### config.mk
export PLATFORM = sky130hd
export DESIGN_NAME = bdmh_ctrl
export DESIGN_NICKNAME = d
export VERILOG_FILES = /design/src/hdl/bdmh_pkg.sv /design/src/hdl/bdmh_ctrl.sv
export SDC_FILE = /design/constraint.sdc
export NUM_CORES = 1
export LEC_CHECK = 0
export BUFFER_PORTS_ARGS = -buffer_cell sky130_fd_sc_hd__clkbuf_2
export CORE_MARGIN = 2
export CORE_UTILIZATION = 45
export DETAILED_ROUTE_END_ITERATION = 16
export GPL_TIMING_DRIVEN = 0
export PLACE_DENSITY_LB_ADDON = 0.08
export SETUP_SLACK_MARGIN = 0.02
export SLEW_MARGIN = 20
export SYNTH_ARGS = -nofsm -noshare
export SYNTH_HDL_FRONTEND = slang
export SYNTH_SLANG_ARGS = --single-unit
export TNS_END_PERCENT = 10
### constraint.sdc
create_clock -name i_clk -period 2.15 [get_ports i_clk]
set_input_delay 0.3225 -clock i_clk [delete_from_list [all_inputs] [get_ports i_clk]]
set_output_delay 0.3225 -clock i_clk [all_outputs]
set_load 0.03 [all_outputs]
### src/hdl/bdmh_pkg.sv
// Shared types, codes and defaults for the bottom-d min-hash row sketch.
package bdmh_pkg;

    localparam int MAX_ROWS_DEF  = 64;
    localparam int MAX_DEPTH_DEF = 16;
    localparam int HASH_BITS_DEF = 64;

    localparam int FUNC_W     = 2;
    localparam int ROW_IN_W   = 6;
    localparam int VAL_W      = 64;
    localparam int STATUS_W   = 2;
    localparam int OUT_FILL_W = 5;

    localparam int DEPTH_CFG_W = 5;
    localparam int ROWS_CFG_W  = 7;
    localparam int CFG_DATA_W  = 7;
    localparam logic [DEPTH_CFG_W-1:0] DEPTH_RST = 5'd16;
    localparam logic [ROWS_CFG_W-1:0]  ROWS_RST  = 7'd64;

    typedef enum logic [FUNC_W-1:0] {
        FN_INSERT = 2'd0,
        FN_DELETE = 2'd1,
        FN_READ   = 2'd2,
        FN_CLEAR  = 2'd3
    } t_func;

    typedef enum logic [STATUS_W-1:0] {
        ST_OK      = 2'd0,
        ST_REBUILD = 2'd1,
        ST_EMPTY   = 2'd2,
        ST_RANGE   = 2'd3
    } t_status;

    typedef enum logic [0:0] {
        CFG_DEPTH = 1'b0,
        CFG_ROWS  = 1'b1
    } t_cfg_idx;

    typedef struct packed {
        logic [FUNC_W-1:0]   func;
        logic [ROW_IN_W-1:0] row;
        logic [VAL_W-1:0]    hash_value;
    } t_in_item;

    typedef struct packed {
        logic [STATUS_W-1:0]   status;
        logic [VAL_W-1:0]      row_minimum;
        logic [OUT_FILL_W-1:0] row_fill;
        logic                  rebuild_needed;
    } t_out_item;

    // value memory read address select
    typedef enum logic [1:0] {
        RD_ZERO = 2'd0,
        RD_K1   = 2'd1,
        RD_K2   = 2'd2
    } t_rd_sel;

    // value memory write data select
    typedef enum logic [1:0] {
        WR_NONE  = 2'd0,
        WR_W     = 2'd1,
        WR_CARRY = 2'd2,
        WR_RDATA = 2'd3
    } t_wr_sel;

    typedef struct packed {
        logic    accept;
        logic    setup;
        logic    k_inc;
        t_rd_sel rd_sel;
        t_wr_sel wr_sel;
        logic    carry_ld;
        logic    cnt_ins;
        logic    cnt_del;
        logic    flag_set;
        logic    out_load;
    } t_dp_cmd;

    typedef struct packed {
        t_func func;
        logic  oor;
        logic  flag;
        logic  lt;
        logic  eq;
        logic  room;
        logic  k_lt_n;
        logic  k1_lt_cnt;
        logic  cnt_zero;
        logic  cnt_one;
        logic  out_busy;
    } t_dp_stat;

endpackage

### src/hdl/bdmh_ctrl.sv
// Sequencer: walks one operation through count read, row scan, shift and result.
module bdmh_ctrl import bdmh_pkg::*; (
    input  logic     i_clk,
    input  logic     i_rst_n,
    input  logic     i_in_valid,
    output logic     o_in_stall,
    input  t_dp_stat i_stat,
    output t_dp_cmd  o_cmd
);

    typedef enum logic [6:0] {
        S_IDLE  = 7'b0000001,
        S_COUNT = 7'b0000010,
        S_SCAN  = 7'b0000100,
        S_SHUP  = 7'b0001000,
        S_SHDN  = 7'b0010000,
        S_FIN   = 7'b0100000,
        S_DONE  = 7'b1000000
    } t_state;

    t_state r_state, n_state;

    assign o_in_stall = (r_state != S_IDLE);

    always_ff @(posedge i_clk) begin
        if (!i_rst_n) begin
            r_state <= S_IDLE;
        end else begin
            r_state <= n_state;
        end
    end

    always_comb begin
        n_state       = r_state;
        o_cmd         = '0;
        o_cmd.rd_sel  = RD_ZERO;
        o_cmd.wr_sel  = WR_NONE;
        unique case (r_state)
            S_IDLE: begin
                if (i_in_valid) begin
                    o_cmd.accept = 1'b1;
                    n_state      = S_COUNT;
                end
            end
            S_COUNT: begin
                o_cmd.setup = 1'b1;
                if (i_stat.func == FN_CLEAR || i_stat.oor || i_stat.flag ||
                    i_stat.func == FN_READ) begin
                    n_state = S_FIN;
                end else begin
                    n_state = S_SCAN;
                end
            end
            S_SCAN: begin
                if (i_stat.lt) begin
                    // advance past smaller entries
                    o_cmd.k_inc  = 1'b1;
                    o_cmd.rd_sel = RD_K1;
                end else if (i_stat.func == FN_INSERT) begin
                    if (i_stat.eq || !i_stat.room) begin
                        n_state = S_FIN;
                    end else begin
                        o_cmd.cnt_ins = 1'b1;
                        if (i_stat.k_lt_n) begin
                            o_cmd.wr_sel   = WR_W;
                            o_cmd.carry_ld = 1'b1;
                            o_cmd.k_inc    = 1'b1;
                            o_cmd.rd_sel   = RD_K1;
                            n_state        = S_SHUP;
                        end else begin
                            n_state = S_FIN;
                        end
                    end
                end else begin
                    if (i_stat.eq) begin
                        o_cmd.cnt_del  = 1'b1;
                        o_cmd.flag_set = i_stat.cnt_one;
                        o_cmd.rd_sel   = RD_K1;
                        n_state        = S_SHDN;
                    end else begin
                        o_cmd.flag_set = i_stat.cnt_zero;
                        n_state        = S_FIN;
                    end
                end
            end
            S_SHUP: begin
                if (i_stat.k_lt_n) begin
                    o_cmd.wr_sel   = WR_CARRY;
                    o_cmd.carry_ld = 1'b1;
                    o_cmd.k_inc    = 1'b1;
                    o_cmd.rd_sel   = RD_K1;
                end else begin
                    n_state = S_FIN;
                end
            end
            S_SHDN: begin
                if (i_stat.k1_lt_cnt) begin
                    o_cmd.wr_sel = WR_RDATA;
                    o_cmd.k_inc  = 1'b1;
                    o_cmd.rd_sel = RD_K2;
                end else begin
                    n_state = S_FIN;
                end
            end
            S_FIN: begin
                n_state = S_DONE;
            end
            S_DONE: begin
                if (!i_stat.out_busy) begin
                    o_cmd.out_load = 1'b1;
                    n_state        = S_IDLE;
                end
            end
            default: begin
                n_state = S_IDLE;
            end
        endcase
    end

endmodule

==> results.json <==
{
  "status": "finished with violations",
  "violations": "setup timing",
  "htree_levels": 1,
  "startpoint": "r_state[3]",
  "ys_dominant_reg_cell": "dfxtp_1",
  "peakVddDrop_mv": 0.3027,
  "yosys_warnings": 0,
  "gp_congestion": 0.7694,
  "num_rows": 13,
  "reg_top3": "r_state x7",
  "finalWirelength_um": 1742,
  "rsz0062_at_grt": "true",
  "via_per_inst": 5.902,
  "grt_max_degree": 11,
  "hp-start": "i_stat[0]",
  "cts.sinks": 7,
  "grt_pass1_wl_um": 2601,
  "largest_register_ffs": 7,
  "drt_iter0_drc": 16,
  "min_period_over_period_pct": 106.1,
  "grt_use_met3_pct": 7.826,
  "regToRegSetupSlack_ps": 150,
  "hold_viol": 0,
  "mostFrequentLayoutCells": "clkbuf_2, buf_4, nand3b_1, nor3_1, buf_6",
  "required_ps": 1830,
  "busiest_layer": "met2",
  "regMostFlops": "r_state",
  "die_area_um2": 1717,
  "die-height_um": 41.44,
  "cts_tree": "yes",
  "place_ws_ps": -59.41,
  "ys_ff_latch": 7,
  "io_buffers": 27,
  "syn_nets": 95,
  "ys_seq_area_share_pct": 22.22,
  "slew_headroom_pct": 69.75,
  "arrival_ps": 1960,
  "grt_usage_pct": 19.55,
  "clock.fmax_ghz": 0.4384,
  "fill_cells": 96,
  "synth_edf_count": 0,
  "dr.pass1.iters": 4,
  "root_buffer": "clkbuf_4",
  "antenna_cells": 0,
  "rr_startpoint": "r_state[3]",
  "gr-total-overflow": 0,
  "critical_path.max_fanout": 5,
  "antenna_found_initial": 0,
  "die_x_um": 41.44,
  "dr_total_vias": 779,
  "setup_viol": 9,
  "path_clk_slew_ps": 60,
  "tightest_slew_ps": 449.0,
  "clk_latency_ps": 270,
  "hold_slack_ps": 354.6,
  "layout-drive-gt1-share_pct": 52.14,
  "drc_errors": 0,
  "min_period_ps": 2281,
  "syn-cell-area_um2": 630.6,
  "path_class": "reg2out",
  "first_global_vias": 634,
  "p_leak_nw": 0.4189,
  "grt_use_met1_pct": 24.53,
  "instances_no_fill": 132,
  "cp-start-kind": "flip-flop",
  "async_flop_share_pct": 0,
  "worstHoldPathType": "in2reg",
  "cts_hold_buf": 0,
  "skew_ps": 10.79,
  "drv_slew": 0,
  "dp_cells": 122,
  "pin_count": 28,
  "initial_core_util_pct": 48.46,
  "area_delta_synth_final_pct": 54.37,
  "drv_cap": 0,
  "syn_inst": 80,
  "fin_ws_ps": -131.1,
  "crit_path_end_kind": "output port",
  "core-area_um2": 1301,
  "grt_use_met2_pct": 30.63,
  "ant_nets": 0,
  "wl_per_cell_um": 13.20,
  "synthDistinctLibCells": 39,
  "power_density_nw_per_um2": 422.1,
  "cts_buffer_depth": 2,
  "dp_hpwl_um": 1185,
  "syn_avg_cell_area_um2": 7.883,
  "power_w": 0.0004109,
  "final_common_cell": "clkbuf_2",
  "final_nets": 133,
  "numCtsBuffers": 3
}
[through the flow]
stage / util, % / area (µm²) / TNS, ps
global route: 74.81 / 973.4 / -1261
CTS: 67.98 / 884.6 / -1080
global placement: 60.77 / 790.8 / -132.2
floorplan: - / 636.9 / -401.5
detailed placement: 60.77 / 790.8 / -164.1
finish: 74.81 / 973.4 / -772.7
[what timing repair did]
action / 4_1_cts / 5_1_grt
resized for setup: 16 / 34
buffers inserted: 3 / 5
pin swaps: 4 / 6
setup endpoints to repair: 12 / 13
[synth_stat cells (3+ instances only)]
master / count / area [µm²]
dfxtp_1: 7 / 140.1
nor2_1: 5 / 18.77
a21oi_1: 4 / 20.02
nand2_1: 4 / 15.01
nor3_1: 5 / 25.02
nand3b_1: 5 / 37.54
o21ai_0: 5 / 25.02
inv_1: 4 / 15.01
nor3b_1: 3 / 22.52
[power by group]
group / total, W / switching [W] / leakage, nW / internal (W)
Combinational: 0.000142 / 0.0000748 / 0.345 / 0.0000675
Sequential: 0.000141 / 0.00000823 / 0.0590 / 0.000132
Clock: 0.000128 / 0.0000565 / 0.0150 / 0.0000714
[area by class of cell]
| cell class | count | area, µm² | area share, % |
|---|---|---|---|
| well taps | 15 | 18.77 | 1.928 |
| flip-flops and latches | 7 | 148.9 | 15.30 |
| multi-input cells | 65 | 511.7 | 52.57 |
| plain buffers | 2 | 8.758 | 0.8997 |
| inverters | 4 | 15.01 | 1.542 |
| clock buffers | 4 | 26.28 | 2.699 |
| repair buffers | 35 | 244.0 | 25.06 |
[critical path, stage by stage (launching register included)]
cell and delay [ps]:
dfxtp_4 350, or4_4 540, or4_4 550, o21ai_2 100, buf_6 150
[cell families (layout without fill, tap and decap cells)]
kind of cell | after synthesis | in the layout | synth area share (%)
flip-flops | 7 | 7 | 22.22
buffers and inverters | 8 | 45 | 6.150
AND/OR/NAND/NOR | 40 | 40 | 41.87
AO/OA/AOI/OAI | 21 | 21 | 23.81
XOR/XNOR | 2 | 2 | 2.778
multiplexers | 2 | 2 | 3.175
[final timing paths]
path,end,depth (start not counted)
setup / recovery,o_cmd[6],4
hold / removal,r_state[6],3
setup reg to reg,r_state[4],5
hold reg to reg,r_state[0],3
[per-layer routing]
metal,vias to the layer above,part of all wire (%)
met5,-,0
met4,0,1.7
met3,5,7.8
met2,34,48
met1,361,43
li1,379,-
Power figures use the tool's default switching activity.
